### src/hand_gesture_command_encoder_unit_macros.svh
// ----------------------------------------------------------------------------
// Hand gesture command encoder assertion macros
// Concurrent assertion shorthands used by the encoder top level.
// ----------------------------------------------------------------------------
`ifndef HAND_GESTURE_COMMAND_ENCODER_UNIT_MACROS_SVH
`define HAND_GESTURE_COMMAND_ENCODER_UNIT_MACROS_SVH

// Same-cycle implication, disabled while reset is held.
`define HGCE_ASSERT_IMPLIES(label, clk_s, rst_s, ante, cons, msg) \
  label: assert property (@(posedge clk_s) disable iff (!rst_s) (ante) |-> (cons)) \
    else $error(msg);

// Next-cycle implication, disabled while reset is held.
`define HGCE_ASSERT_NEXT(label, clk_s, rst_s, ante, cons, msg) \
  label: assert property (@(posedge clk_s) disable iff (!rst_s) (ante) |=> (cons)) \
    else $error(msg);

`endif

### src/hgce_pkg.sv
// ----------------------------------------------------------------------------
// Hand gesture command encoder package
// Shared widths, register indexes, pose codes, pipeline types and the
// arctangent step table of the roll CORDIC.
// ----------------------------------------------------------------------------
`default_nettype none

package hgce_pkg;

  localparam int unsigned SAMPLE_W         = 12;
  localparam int unsigned ACCEL_W          = 16;
  localparam int unsigned THRESH_W         = 12;
  localparam int unsigned MODE_W           = 2;
  localparam int unsigned LEVEL_W          = 4;
  localparam int unsigned CHANNELS         = 4;
  localparam int unsigned FLEX_CHANNELS    = 3;
  localparam int unsigned WINDOW_DEPTH_DEF = 4;
  localparam int unsigned ROLL_LEVELS      = 10;

  // ADC channel order within one scan.
  localparam int unsigned CH_BUTTON     = 0;
  localparam int unsigned CH_FLEX_ONE   = 1;
  localparam int unsigned CH_FLEX_TWO   = 2;
  localparam int unsigned CH_FLEX_THREE = 3;

  localparam logic [THRESH_W-1:0] BUTTON_THRESHOLD_RST = 12'd100;
  localparam logic [THRESH_W-1:0] FLEX_THRESHOLD_RST   = 12'd200;

  localparam int unsigned CFG_IDX_W = 1;
  localparam logic [CFG_IDX_W-1:0] CFG_BUTTON_THRESHOLD = 1'b0;
  localparam logic [CFG_IDX_W-1:0] CFG_FLEX_THRESHOLD   = 1'b1;

  // Roll CORDIC: angles in units of pi/2^17, a quarter turn is 2^16.
  localparam int unsigned MAG_W          = 17;
  localparam int unsigned ANG_W          = MAG_W + 2;
  localparam int unsigned XY_W           = 33;
  localparam int unsigned CORDIC_PRESCALE = 14;
  localparam int unsigned CORDIC_STAGES  = 4;
  localparam int unsigned CORDIC_STEPS   = 4;
  localparam logic [MAG_W-1:0] HALF_PI   = 17'd65536;

  typedef enum logic [1:0] {
    FINGER_UP         = 2'd0,
    FINGER_DOWN       = 2'd1,
    FINGER_HORIZONTAL = 2'd2
  } finger_dir_t;

  typedef enum logic [1:0] {
    FACE_BACK_UP = 2'd0,
    FACE_PALM_UP = 2'd1,
    FACE_EDGE_UP = 2'd2
  } hand_face_t;

  typedef struct packed {
    logic signed [XY_W-1:0]  x;
    logic signed [XY_W-1:0]  y;
    logic signed [ANG_W-1:0] ang;
  } cordic_t;

  typedef struct packed {
    finger_dir_t finger;
    hand_face_t  face;
    logic        y_zero;
    logic        z_zero;
    logic        neg;
  } pose_t;

  typedef struct packed {
    logic [MODE_W-1:0]        mode;
    logic [FLEX_CHANNELS-1:0] bent;
    pose_t                    pose;
  } res_t;

  // atan(2^-i) in units of pi/2^17.
  function automatic logic [MAG_W-1:0] arc_step(input logic [3:0] idx);
    logic [MAG_W-1:0] val;
    case (idx)
      4'd0:    val = 17'd32768;
      4'd1:    val = 17'd19344;
      4'd2:    val = 17'd10221;
      4'd3:    val = 17'd5188;
      4'd4:    val = 17'd2604;
      4'd5:    val = 17'd1303;
      4'd6:    val = 17'd652;
      4'd7:    val = 17'd326;
      4'd8:    val = 17'd163;
      4'd9:    val = 17'd81;
      4'd10:   val = 17'd41;
      4'd11:   val = 17'd20;
      4'd12:   val = 17'd10;
      4'd13:   val = 17'd5;
      4'd14:   val = 17'd3;
      default: val = 17'd1;
    endcase
    return val;
  endfunction

endpackage

`default_nettype wire

### src/hgce_window_lane.sv
// ----------------------------------------------------------------------------
// Hand gesture encoder window lane
// Circular window of the last scans of one ADC channel with a running sum.
// ----------------------------------------------------------------------------
`default_nettype none

module hgce_window_lane #(
  parameter int unsigned WINDOW_DEPTH = hgce_pkg::WINDOW_DEPTH_DEF
) (
  input  logic                                                    clk,
  input  logic                                                    rst_n,
  input  logic                                                    push,
  input  logic [$clog2(WINDOW_DEPTH)-1:0]                         slot,
  input  logic [hgce_pkg::SAMPLE_W-1:0]                           sample,
  output logic [hgce_pkg::SAMPLE_W+$clog2(WINDOW_DEPTH)-1:0]      sum_nxt
);

  localparam int unsigned SLOT_W = $clog2(WINDOW_DEPTH);
  localparam int unsigned SUM_W  = hgce_pkg::SAMPLE_W + SLOT_W;

  logic [hgce_pkg::SAMPLE_W-1:0] win_r [WINDOW_DEPTH];
  logic [SUM_W-1:0]              sum_r;

  // The oldest sample leaves the sum as the new one enters the same slot.
  assign sum_nxt = sum_r - SUM_W'(win_r[slot]) + SUM_W'(sample);

  always_ff @(posedge clk) begin
    if (!rst_n) begin
      for (int i = 0; i < WINDOW_DEPTH; i++) begin
        win_r[i] <= '0;
      end
      sum_r <= '0;
    end else if (push) begin
      win_r[slot] <= sample;
      sum_r       <= sum_nxt;
    end
  end

endmodule

`default_nettype wire

### src/hand_gesture_command_encoder_unit.sv
// Throughput: one item per cycle while the result is not stalled; a seven-stage pipeline (scan sums,
//   averages and pose, four CORDIC stages of four roll steps each, result register) sets this.
// Stages that hold no item fill while the result is stalled.
// Reset (synchronous, rst_n low) clears the window, sums, baselines, press latch,
//   mode and pipeline, and sets the thresholds to 100 and 200.
// ----------------------------------------------------------------------------
// Hand gesture command encoder
// Averages four ADC channels over a sliding window, tracks a button-driven
// mode, flags bent fingers, classifies hand pose and quantises roll.
// ----------------------------------------------------------------------------
`default_nettype none
`include "hand_gesture_command_encoder_unit_macros.svh"

module hand_gesture_command_encoder_unit #(
  parameter int unsigned WINDOW_DEPTH = hgce_pkg::WINDOW_DEPTH_DEF
) (
  input  logic                                  clk,
  input  logic                                  rst_n,
  // Configuration write port
  input  logic                                  cfg_we,
  input  logic [hgce_pkg::CFG_IDX_W-1:0]        cfg_index,
  input  logic [hgce_pkg::THRESH_W-1:0]         cfg_wdata,
  // Input channel
  input  logic                                  in_valid,
  output logic                                  in_stall,
  input  logic                                  in_cmd,
  input  logic [hgce_pkg::SAMPLE_W-1:0]         in_button_sample,
  input  logic [hgce_pkg::SAMPLE_W-1:0]         in_flex_one_sample,
  input  logic [hgce_pkg::SAMPLE_W-1:0]         in_flex_two_sample,
  input  logic [hgce_pkg::SAMPLE_W-1:0]         in_flex_three_sample,
  input  logic signed [hgce_pkg::ACCEL_W-1:0]   in_accel_x,
  input  logic signed [hgce_pkg::ACCEL_W-1:0]   in_accel_y,
  input  logic signed [hgce_pkg::ACCEL_W-1:0]   in_accel_z,
  // Result channel
  output logic                                  out_valid,
  input  logic                                  out_stall,
  output logic [hgce_pkg::MODE_W-1:0]           out_mode,
  output logic                                  out_flex_one_bent,
  output logic                                  out_flex_two_bent,
  output logic                                  out_flex_three_bent,
  output logic [1:0]                            out_finger_direction,
  output logic [1:0]                            out_hand_face,
  output logic                                  out_fingers_up,
  output logic                                  out_palm_up,
  output logic [hgce_pkg::LEVEL_W-1:0]          out_roll_level
);

  // --------------------------------------------------------------------------
  // Derived sizes
  // --------------------------------------------------------------------------
  localparam int unsigned SLOT_W = $clog2(WINDOW_DEPTH);
  localparam int unsigned SUM_W  = hgce_pkg::SAMPLE_W + SLOT_W;

  // The average is the window sum times a rounded-up reciprocal. With the
  // shift at least the sum width plus log2 of the depth the error term stays
  // below one part in the depth, so the floor is exact for every sum.
  localparam int unsigned RECIP_SHIFT = SUM_W + SLOT_W + 1;
  localparam int unsigned RECIP = ((2 ** RECIP_SHIFT) + WINDOW_DEPTH - 1) / WINDOW_DEPTH;
  localparam int unsigned PROD_W = SUM_W + RECIP_SHIFT;

  // Pipeline stage numbering.
  localparam int unsigned ST_P1  = 0;
  localparam int unsigned ST_P2  = 1;
  localparam int unsigned ST_C0  = 2;
  localparam int unsigned NSTAGE = 3 + hgce_pkg::CORDIC_STAGES;
  localparam int unsigned ST_OUT = NSTAGE - 1;

  // Roll quantisation: u spans 0 .. 2^17, level = 1 + ((L-1)*u + 2^16) >> 17.
  localparam int unsigned U_W       = hgce_pkg::MAG_W + 1;
  localparam int unsigned LVL_W     = hgce_pkg::LEVEL_W + 1;
  localparam int unsigned LVL_PROD_W = U_W + hgce_pkg::LEVEL_W;

  // --------------------------------------------------------------------------
  // Handshake and pipeline occupancy
  // --------------------------------------------------------------------------
  logic [NSTAGE-1:0] v_r;
  logic [NSTAGE-1:0] v_nxt;
  logic [NSTAGE-1:0] rdy;
  logic              in_accept;
  logic              press_move;

  // A stage can take a new item when it is empty or its item moves on this
  // cycle, so empty stages keep filling behind a stalled result.
  always_comb begin
    rdy[ST_OUT] = !v_r[ST_OUT] || !out_stall;
    for (int k = NSTAGE - 2; k >= 0; k--) begin
      rdy[k] = !v_r[k] || rdy[k+1];
    end
  end

  always_comb begin
    v_nxt = v_r;
    if (rdy[ST_P1]) begin
      v_nxt[ST_P1] = in_valid;
    end
    for (int k = 1; k < NSTAGE; k++) begin
      if (rdy[k]) begin
        v_nxt[k] = v_r[k-1];
      end
    end
  end

  assign in_stall   = !rdy[ST_P1];
  assign in_accept  = in_valid && rdy[ST_P1];
  // The press logic and baselines advance when an item leaves the average stage.
  assign press_move = v_r[ST_P2] && rdy[ST_C0];
  assign out_valid  = v_r[ST_OUT];

  // --------------------------------------------------------------------------
  // Configuration registers and per-item state
  // --------------------------------------------------------------------------
  logic [hgce_pkg::THRESH_W-1:0] button_thr_r;
  logic [hgce_pkg::THRESH_W-1:0] flex_thr_r;
  logic [SLOT_W-1:0]             slot_r;
  logic [SLOT_W-1:0]             slot_nxt;
  logic [hgce_pkg::SAMPLE_W-1:0] baseline_r [hgce_pkg::CHANNELS];
  logic [hgce_pkg::SAMPLE_W-1:0] baseline_nxt [hgce_pkg::CHANNELS];
  logic                          press_latch_r;
  logic [hgce_pkg::MODE_W-1:0]   mode_r;
  logic [hgce_pkg::MODE_W-1:0]   mode_nxt;
  logic                          pressed;

  assign slot_nxt = (slot_r == SLOT_W'(WINDOW_DEPTH - 1)) ? '0 : slot_r + SLOT_W'(1);

  // --------------------------------------------------------------------------
  // Sliding window: one lane per channel, written in the slot of this transfer
  // --------------------------------------------------------------------------
  logic [hgce_pkg::SAMPLE_W-1:0] samp [hgce_pkg::CHANNELS];
  logic [SUM_W-1:0]              sum_nxt [hgce_pkg::CHANNELS];

  assign samp[hgce_pkg::CH_BUTTON]     = in_button_sample;
  assign samp[hgce_pkg::CH_FLEX_ONE]   = in_flex_one_sample;
  assign samp[hgce_pkg::CH_FLEX_TWO]   = in_flex_two_sample;
  assign samp[hgce_pkg::CH_FLEX_THREE] = in_flex_three_sample;

  for (genvar ch = 0; ch < hgce_pkg::CHANNELS; ch++) begin : g_lane
    hgce_window_lane #(
      .WINDOW_DEPTH(WINDOW_DEPTH)
    ) u_lane (
      .clk     (clk),
      .rst_n   (rst_n),
      .push    (in_accept),
      .slot    (slot_r),
      .sample  (samp[ch]),
      .sum_nxt (sum_nxt[ch])
    );
  end

  // --------------------------------------------------------------------------
  // Stage P1: window sums including this scan, raw accelerometer reading
  // --------------------------------------------------------------------------
  logic [SUM_W-1:0]                  p1_sum_r [hgce_pkg::CHANNELS];
  logic                              p1_cmd_r;
  logic signed [hgce_pkg::ACCEL_W-1:0] p1_x_r;
  logic signed [hgce_pkg::ACCEL_W-1:0] p1_y_r;
  logic signed [hgce_pkg::ACCEL_W-1:0] p1_z_r;

  // --------------------------------------------------------------------------
  // P1 to P2: averages, dominant axis and CORDIC start vector
  // --------------------------------------------------------------------------
  logic [hgce_pkg::SAMPLE_W-1:0] avg_nxt [hgce_pkg::CHANNELS];
  hgce_pkg::pose_t               pose_nxt;
  hgce_pkg::cordic_t             cs_init;

  // Magnitude of a signed reading; the most negative value gives 2^15.
  function automatic logic [hgce_pkg::ACCEL_W:0] mag16(
    input logic signed [hgce_pkg::ACCEL_W-1:0] val
  );
    logic signed [hgce_pkg::ACCEL_W:0] ext;
    ext = {val[hgce_pkg::ACCEL_W-1], val};
    return ext[hgce_pkg::ACCEL_W] ? -ext : ext;
  endfunction

  always_comb begin : b_avg
    logic [PROD_W-1:0] prod;
    for (int ch = 0; ch < hgce_pkg::CHANNELS; ch++) begin
      prod        = PROD_W'(p1_sum_r[ch]) * PROD_W'(RECIP);
      avg_nxt[ch] = prod[RECIP_SHIFT +: hgce_pkg::SAMPLE_W];
    end
  end

  always_comb begin : b_pose
    logic [hgce_pkg::ACCEL_W:0] xa;
    logic [hgce_pkg::ACCEL_W:0] ya;
    logic [hgce_pkg::ACCEL_W:0] za;
    logic [hgce_pkg::ACCEL_W:0] maxa;
    logic                       y_dom;
    logic                       z_dom;
    logic                       y_neg;
    logic                       z_neg;
    xa    = mag16(p1_x_r);
    ya    = mag16(p1_y_r);
    za    = mag16(p1_z_r);
    y_neg = p1_y_r[hgce_pkg::ACCEL_W-1];
    z_neg = p1_z_r[hgce_pkg::ACCEL_W-1];
    // Ties favour x, then y.
    y_dom = ya > xa;
    maxa  = y_dom ? ya : xa;
    z_dom = za > maxa;

    if (!y_dom && !z_dom) begin
      pose_nxt.finger = p1_x_r[hgce_pkg::ACCEL_W-1] ? hgce_pkg::FINGER_UP
                                                    : hgce_pkg::FINGER_DOWN;
    end else begin
      pose_nxt.finger = hgce_pkg::FINGER_HORIZONTAL;
    end
    if (z_dom) begin
      pose_nxt.face = z_neg ? hgce_pkg::FACE_BACK_UP : hgce_pkg::FACE_PALM_UP;
    end else begin
      pose_nxt.face = hgce_pkg::FACE_EDGE_UP;
    end

    pose_nxt.y_zero = (p1_y_r == '0);
    pose_nxt.z_zero = (p1_z_r == '0);
    // Roll is taken as negative in the quadrants where y and z point the same
    // way, with z of zero counted on the negative side of y.
    pose_nxt.neg = (y_neg && (z_neg || pose_nxt.z_zero)) ||
                   (!y_neg && !pose_nxt.y_zero && !z_neg && !pose_nxt.z_zero);

    // Vector (|z|, |y|) scaled up so the shifted terms keep their precision.
    cs_init.x   = hgce_pkg::XY_W'({za, {hgce_pkg::CORDIC_PRESCALE{1'b0}}});
    cs_init.y   = hgce_pkg::XY_W'({ya, {hgce_pkg::CORDIC_PRESCALE{1'b0}}});
    cs_init.ang = '0;
  end

  // --------------------------------------------------------------------------
  // Stage P2: averages, calibrate flag, pose, CORDIC start
  // --------------------------------------------------------------------------
  logic [hgce_pkg::SAMPLE_W-1:0] p2_avg_r [hgce_pkg::CHANNELS];
  logic                          p2_cmd_r;
  hgce_pkg::pose_t               p2_pose_r;

  // Calibrate captures the averages first, so the same item sees no press and
  // no bent finger. A compare is done one bit wider so the sum cannot wrap.
  logic [hgce_pkg::CHANNELS-1:0] exceed;
  hgce_pkg::res_t                res_first;

  always_comb begin : b_press
    logic [hgce_pkg::THRESH_W-1:0] thr;
    for (int ch = 0; ch < hgce_pkg::CHANNELS; ch++) begin
      baseline_nxt[ch] = p2_cmd_r ? p2_avg_r[ch] : baseline_r[ch];
      thr = (ch == hgce_pkg::CH_BUTTON) ? button_thr_r : flex_thr_r;
      exceed[ch] = {1'b0, p2_avg_r[ch]} > ({1'b0, baseline_nxt[ch]} + {1'b0, thr});
    end
    pressed  = exceed[hgce_pkg::CH_BUTTON];
    mode_nxt = (pressed && !press_latch_r) ? mode_r + hgce_pkg::MODE_W'(1) : mode_r;

    res_first.mode = mode_nxt;
    res_first.bent = exceed[hgce_pkg::CH_FLEX_THREE:hgce_pkg::CH_FLEX_ONE];
    res_first.pose = p2_pose_r;
  end

  // --------------------------------------------------------------------------
  // CORDIC stages: each performs four vectoring steps on the roll vector
  // --------------------------------------------------------------------------
  hgce_pkg::cordic_t cs_r    [hgce_pkg::CORDIC_STAGES + 1];
  hgce_pkg::cordic_t cs_nxt  [hgce_pkg::CORDIC_STAGES];
  hgce_pkg::res_t    res_r   [hgce_pkg::CORDIC_STAGES];

  always_comb begin : b_cordic
    hgce_pkg::cordic_t           s;
    logic signed [hgce_pkg::XY_W-1:0]  dx;
    logic signed [hgce_pkg::XY_W-1:0]  dy;
    logic signed [hgce_pkg::ANG_W-1:0] da;
    for (int g = 0; g < hgce_pkg::CORDIC_STAGES; g++) begin
      s = cs_r[g];
      for (int j = 0; j < hgce_pkg::CORDIC_STEPS; j++) begin
        // Arithmetic shifts floor negative values, as the rotation requires.
        dx = $signed(s.y) >>> (g * hgce_pkg::CORDIC_STEPS + j);
        dy = $signed(s.x) >>> (g * hgce_pkg::CORDIC_STEPS + j);
        da = $signed({2'b00,
                      hgce_pkg::arc_step(4'(g * hgce_pkg::CORDIC_STEPS + j))});
        if (!s.y[hgce_pkg::XY_W-1]) begin
          s.x   = s.x + dx;
          s.y   = s.y - dy;
          s.ang = s.ang + da;
        end else begin
          s.x   = s.x - dx;
          s.y   = s.y + dy;
          s.ang = s.ang - da;
        end
      end
      cs_nxt[g] = s;
    end
  end

  // --------------------------------------------------------------------------
  // Last CORDIC stage to result: clamp, exact cases, quantise
  // --------------------------------------------------------------------------
  logic [LVL_W-1:0] level_nxt;

  always_comb begin : b_level
    hgce_pkg::cordic_t         fin;
    hgce_pkg::pose_t           fp;
    logic [hgce_pkg::MAG_W-1:0] mag;
    logic [U_W-1:0]            u;
    logic [LVL_PROD_W-1:0]     scaled;
    logic [LVL_W-1:0]          lvl;
    fin = cs_r[hgce_pkg::CORDIC_STAGES];
    fp  = res_r[hgce_pkg::CORDIC_STAGES-1].pose;

    if (fin.ang[hgce_pkg::ANG_W-1]) begin
      mag = '0;
    end else if (fin.ang > $signed({2'b00, hgce_pkg::HALF_PI})) begin
      mag = hgce_pkg::HALF_PI;
    end else begin
      mag = fin.ang[hgce_pkg::MAG_W-1:0];
    end
    // No sideways component means no roll; no vertical one means a full
    // quarter turn.
    if (fp.y_zero) begin
      mag = '0;
    end else if (fp.z_zero) begin
      mag = hgce_pkg::HALF_PI;
    end

    u = fp.neg ? U_W'(hgce_pkg::HALF_PI) - U_W'(mag)
               : U_W'(hgce_pkg::HALF_PI) + U_W'(mag);
    scaled = LVL_PROD_W'(hgce_pkg::ROLL_LEVELS - 1) * LVL_PROD_W'(u)
           + LVL_PROD_W'(hgce_pkg::HALF_PI);
    lvl = LVL_W'(scaled[LVL_PROD_W-1:U_W-1]) + LVL_W'(1);
    level_nxt = (lvl > LVL_W'(hgce_pkg::ROLL_LEVELS)) ? LVL_W'(hgce_pkg::ROLL_LEVELS)
                                                      : lvl;
  end

  // --------------------------------------------------------------------------
  // Result register
  // --------------------------------------------------------------------------
  hgce_pkg::res_t   out_res_r;
  logic [LVL_W-1:0] out_level_r;

  // --------------------------------------------------------------------------
  // Control and state registers
  // --------------------------------------------------------------------------
  always_ff @(posedge clk) begin
    if (!rst_n) begin
      v_r           <= '0;
      slot_r        <= '0;
      button_thr_r  <= hgce_pkg::BUTTON_THRESHOLD_RST;
      flex_thr_r    <= hgce_pkg::FLEX_THRESHOLD_RST;
      press_latch_r <= 1'b0;
      mode_r        <= '0;
      for (int ch = 0; ch < hgce_pkg::CHANNELS; ch++) begin
        baseline_r[ch] <= '0;
      end
    end else begin
      v_r <= v_nxt;
      if (in_accept) begin
        slot_r <= slot_nxt;
      end
      if (cfg_we) begin
        case (cfg_index)
          hgce_pkg::CFG_BUTTON_THRESHOLD: button_thr_r <= cfg_wdata;
          hgce_pkg::CFG_FLEX_THRESHOLD:   flex_thr_r   <= cfg_wdata;
          default: ;
        endcase
      end
      if (press_move) begin
        // The latch follows the press state: set while held, clear on release.
        press_latch_r <= pressed;
        mode_r        <= mode_nxt;
        for (int ch = 0; ch < hgce_pkg::CHANNELS; ch++) begin
          baseline_r[ch] <= baseline_nxt[ch];
        end
      end
    end
  end

  // --------------------------------------------------------------------------
  // Pipeline payload registers
  // --------------------------------------------------------------------------
  always_ff @(posedge clk) begin
    if (rdy[ST_P1]) begin
      for (int ch = 0; ch < hgce_pkg::CHANNELS; ch++) begin
        p1_sum_r[ch] <= sum_nxt[ch];
      end
      p1_cmd_r <= in_cmd;
      p1_x_r   <= in_accel_x;
      p1_y_r   <= in_accel_y;
      p1_z_r   <= in_accel_z;
    end
    if (rdy[ST_P2]) begin
      for (int ch = 0; ch < hgce_pkg::CHANNELS; ch++) begin
        p2_avg_r[ch] <= avg_nxt[ch];
      end
      p2_cmd_r  <= p1_cmd_r;
      p2_pose_r <= pose_nxt;
      cs_r[0]   <= cs_init;
    end
    for (int g = 0; g < hgce_pkg::CORDIC_STAGES; g++) begin
      if (rdy[ST_C0 + g]) begin
        cs_r[g+1] <= cs_nxt[g];
      end
    end
    if (rdy[ST_C0]) begin
      res_r[0] <= res_first;
    end
    for (int g = 1; g < hgce_pkg::CORDIC_STAGES; g++) begin
      if (rdy[ST_C0 + g]) begin
        res_r[g] <= res_r[g-1];
      end
    end
    if (rdy[ST_OUT]) begin
      out_res_r   <= res_r[hgce_pkg::CORDIC_STAGES-1];
      out_level_r <= level_nxt;
    end
  end

  // --------------------------------------------------------------------------
  // Result ports
  // --------------------------------------------------------------------------
  assign out_mode             = out_res_r.mode;
  assign out_flex_one_bent    = out_res_r.bent[hgce_pkg::CH_FLEX_ONE - 1];
  assign out_flex_two_bent    = out_res_r.bent[hgce_pkg::CH_FLEX_TWO - 1];
  assign out_flex_three_bent  = out_res_r.bent[hgce_pkg::CH_FLEX_THREE - 1];
  assign out_finger_direction = out_res_r.pose.finger;
  assign out_hand_face        = out_res_r.pose.face;
  assign out_fingers_up       = (out_res_r.pose.finger == hgce_pkg::FINGER_UP);
  assign out_palm_up          = (out_res_r.pose.face == hgce_pkg::FACE_PALM_UP);
  assign out_roll_level       = out_level_r[hgce_pkg::LEVEL_W-1:0];

  // --------------------------------------------------------------------------
  // Assertions
  // --------------------------------------------------------------------------
  // The window slot moves only with an input transfer.
  `HGCE_ASSERT_NEXT(a_slot_hold, clk, rst_n, !in_accept, $stable(slot_r), "window slot moved without an input transfer")
  // The mode changes only when an item passes the press logic.
  `HGCE_ASSERT_NEXT(a_mode_hold, clk, rst_n, !press_move, $stable(mode_r), "mode changed with no item at the press stage")
  // Input is refused only when every stage is full and the result is stalled.
  `HGCE_ASSERT_IMPLIES(a_stall_full, clk, rst_n, in_stall, (&v_r) && out_stall, "input stalled while the pipeline had room")

endmodule

`default_nettype wire
### config.mk
export PLATFORM = sky130hd
export DESIGN_NAME = hand_gesture_command_encoder_unit
export DESIGN_NICKNAME = d
export VERILOG_FILES = /design/src/hgce_pkg.sv /design/src/hgce_window_lane.sv /design/src/hand_gesture_command_encoder_unit.sv
export VERILOG_INCLUDE_DIRS = /design/src /design/src/src
export SDC_FILE = /design/constraint.sdc
export NUM_CORES = 2
export LEC_CHECK = 0
export ABC_CLOCK_PERIOD_IN_PS = 28900
export BUFFER_PORTS_ARGS = -buffer_cell sky130_fd_sc_hd__buf_2
export CAP_MARGIN = 20
export CELL_PAD_IN_SITES_DETAIL_PLACEMENT = 1
export CELL_PAD_IN_SITES_GLOBAL_PLACEMENT = 1
export CORE_MARGIN = 2
export CORE_UTILIZATION = 30
export DETAILED_ROUTE_END_ITERATION = 10
export GPL_TIMING_DRIVEN = 0
export PLACE_DENSITY_LB_ADDON = 0.1
export SLEW_MARGIN = 5
export SYNTH_ARGS = -nofsm -noshare
export SYNTH_HDL_FRONTEND = slang
export SYNTH_SLANG_ARGS = --single-unit
### constraint.sdc
create_clock -name clk -period 28.9 [get_ports clk]
set_clock_uncertainty 0.15 [all_clocks]
set_input_delay 5.78 -clock clk [delete_from_list [all_inputs] [get_ports clk]]
set_output_delay 5.78 -clock clk [all_outputs]
set_load 0.1 [all_outputs]
==> run summary <==
status: finished, final reports clean
antenna-violating nets left: 0
Slew Limit Fails: 0
initial antenna violation count: 9
clock-pin slew on the worst setup and hold paths: 60 ps
CTS tree: built
Fin Hold WS: 259.4 ps
1st-iter DRT viols: 4,057
routed len/inst: 21.10 µm
Die H: 572.9 µm
Synth Warn #: 0
DRT Pass-1 Iters: 5
vias in the first global route: 88,140
Mapped Avg Cell Area: 8.614 µm²
final setup margin: 3485 ps
Worst setup SP type: flip-flop
CP bufs+invs: 8
initial core utilization: 0.3018
hold buffers post-CTS: 0
Post-synth EDFFs: 738
count of input and output buffers: 131
total die area: 328,200 µm²
Rel. slew slack: 0.2594
fmax: 39.35 MHz
Max-Cap Viols: 0
Post-synth ARST share: 0
clock buffer depth: 4
Syn Inst Count: 11,270
HPWL after detailed placement: 282,700 µm
Die Wd: 572.9 µm
fin util: 0.3334
critical path required time: 29,170 ps
Crit path top cell by count: o21ai_0
WS Path Type: flip-flop to flip-flop
crit path DAT: 25,690 ps
Crit-path slowest cell: edfxtp_1
Yosys reg bits: 832
clock root buffer master: clkbuf_16
most common flop cell mapped by yosys: edfxtp_1
main combinational cell family by area after synthesis: compound AO/OA/AOI/OAI gates
routability cong.: 0.8612
clock sink count: 832
first-pass GRT wire length: 524,000 µm
DRC viols: 0
most common cell in the netlist: ha_1
IO Pins: 132
setup_tns: 0 ps
Final Net Count: 13,020
post-synthesis mux area share: 0.02292
pre-CTS setup slack: 3752 ps
Post-synth top cells: ha_1 (1,277), xnor2_1 (1,018), nor2_1 (953), a21oi_1 (847), inv_1 (805)
Mapped Area: 97,100 µm²
crit-path max FO: 23
final hold violations: 0
Worst Tran Pin Value: 1101 ps
Period Utilization, post-route: 0.8794
Simple-Gate Fraction of Synth Area: 0.1758
post-synthesis compound-gate area fraction: 0.1938
Hold Path Class: flip-flop to flip-flop
critical path's largest stage delay: 1040 ps
CTS buffer count: 107
CP endpoint kind: flip-flop
via/cell ratio: 5.246
cell taking the most area after synthesis: edfxtp_1
layout cells sized above 1: 0.05712
postcts setup bufs: 0
via count: 83,610
Yosys cell types: 121
CORE AREA: 321,700 µm²
ranking of synthesized cells by area: edfxtp_1 (23%), ha_1 (16%), xnor2_1 (9.2%)
RSZ-0062 raised after global routing: false
adder-cell area share of the yosys netlist: 0.1821
H-tree depth reported by CTS: 3
global route overflow: 0
Layout area overhead: 10.46%
final setup violation count: 0
Post-CTS Resized: 0
Clock Latency Late Sink: 890 ps
delay-heaviest family, CP: compound AO/OA/AOI/OAI gates
gr usage total: 0.1998
Seq/Total Area, Yosys: 0.2476
largest net degree at the start of global routing: 68
Post-Synth XOR/XNOR Area: 0.1350
wirelength, routed: 336,200 µm
post-layout min period: 25,420 ps
row count: 208
Yosys top cell area share: 0.2282
==> cell type report <==
type,count,area [µm²]
Timing Repair Buffer,155,1035
Inverter,821,3092
Sequential cell,832,24040
Clock buffer,119,2733
Multi-Input combinational cell,9372,69010
Antenna cell,7,17.52
Fill cell,38010,214400
Tap cell,4305,5386
Clock inverter,74,857.1
Buffer,251,1074
==> layer usage <==
| layer | routed length (µm) | up-vias | global-route usage |
|---|---|---|---|
| met5 | 29 | - | 0 |
| li1 | - | 41080 | - |
| met2 | 153300 | 992 | 0.3335 |
| met1 | 169200 | 41300 | 0.2850 |
| met3 | 9197 | 230 | 0.01585 |
| met4 | 4528 | 4 | 0.02911 |
==> registers in the layout (all words and copies together) (netlist names), 48 cells and up, named ones only <==
signal	flops
baseline_r	48
cs_r	284
g_lane.u_lane.sum_r	56
g_lane.u_lane.win_r	192
p1_sum_r	48
p2_avg_r	48
res_r	48
==> cell families (layout without fill, tap and decap cells) <==
| family | count (synthesis) | after routing |
|---|---|---|
| AND/OR/NAND/NOR | 3425 | 3425 |
| XOR/XNOR | 1487 | 1487 |
| adder cells (fa/ha/maj) | 1362 | 1362 |
| flip-flops | 832 | 832 |
| AO/OA/AOI/OAI | 2940 | 2940 |
| other | 2 | 13 |
| buffers and inverters | 1072 | 1420 |
| multiplexers | 152 | 152 |
==> per-stage QoR <==
step           instance area [µm²]  instances
2_1_floorplan                97110      11280
3_3_place_gp                103200      15710
3_5_place_dp                103600      15730
4_1_cts                     107200      15920
5_1_grt                     107200      15930
6_report                    107300      15940
==> path summary, 6_finish.rpt <==
kind | start | to | slack [ps] | depth (start not counted)
max | cs_r[0][221] | cs_r[0][306] | 3480 | 75
min | res_r[1][11] | res_r[2][11] | 260 | 0
min reg2reg | res_r[1][11] | res_r[2][11] | 260 | 0
max reg2reg | cs_r[0][221] | cs_r[0][306] | 3480 | 75
==> layout by cell type (no fill, tap or decap), drive strengths merged, types with 31 or more instances in the layout <==
cell,n
mux2i,31
or4,31
a31oi,95
nand2b,169
o211ai,48
buf,207
a21boi,153
xor2,463
xnor2,1021
o21a,163
nor4,137
clkbuf,316
o21bai,161
a211oi,71
o21ai,665
and3,106
clkinv,49
nand3,150
o41ai,46
mux4,48
nand4,81
inv,823
and2,190
a21o,318
fa,85
or3,116
dfxtp,94
or2,72
a21oi,848
nand2,768
o31ai,88
mux2,73
nor2b,212
nor3,289
edfxtp,738
ha,1277
nor2,953
==> worst reg2reg max path, delay by kind of cell, from the launching register on <==
kind            cells  cell delay [ps]
flops               1             1040
simple gates        8             1190
buf+inv             8             4780
xor+xnor            5             2140
compound gates     50            14080
fa+ha+maj           4             1720
Power is left out: the tool's default activity adds up to more than one toggle a clock period on the data nets, which glitch-free logic cannot reach.
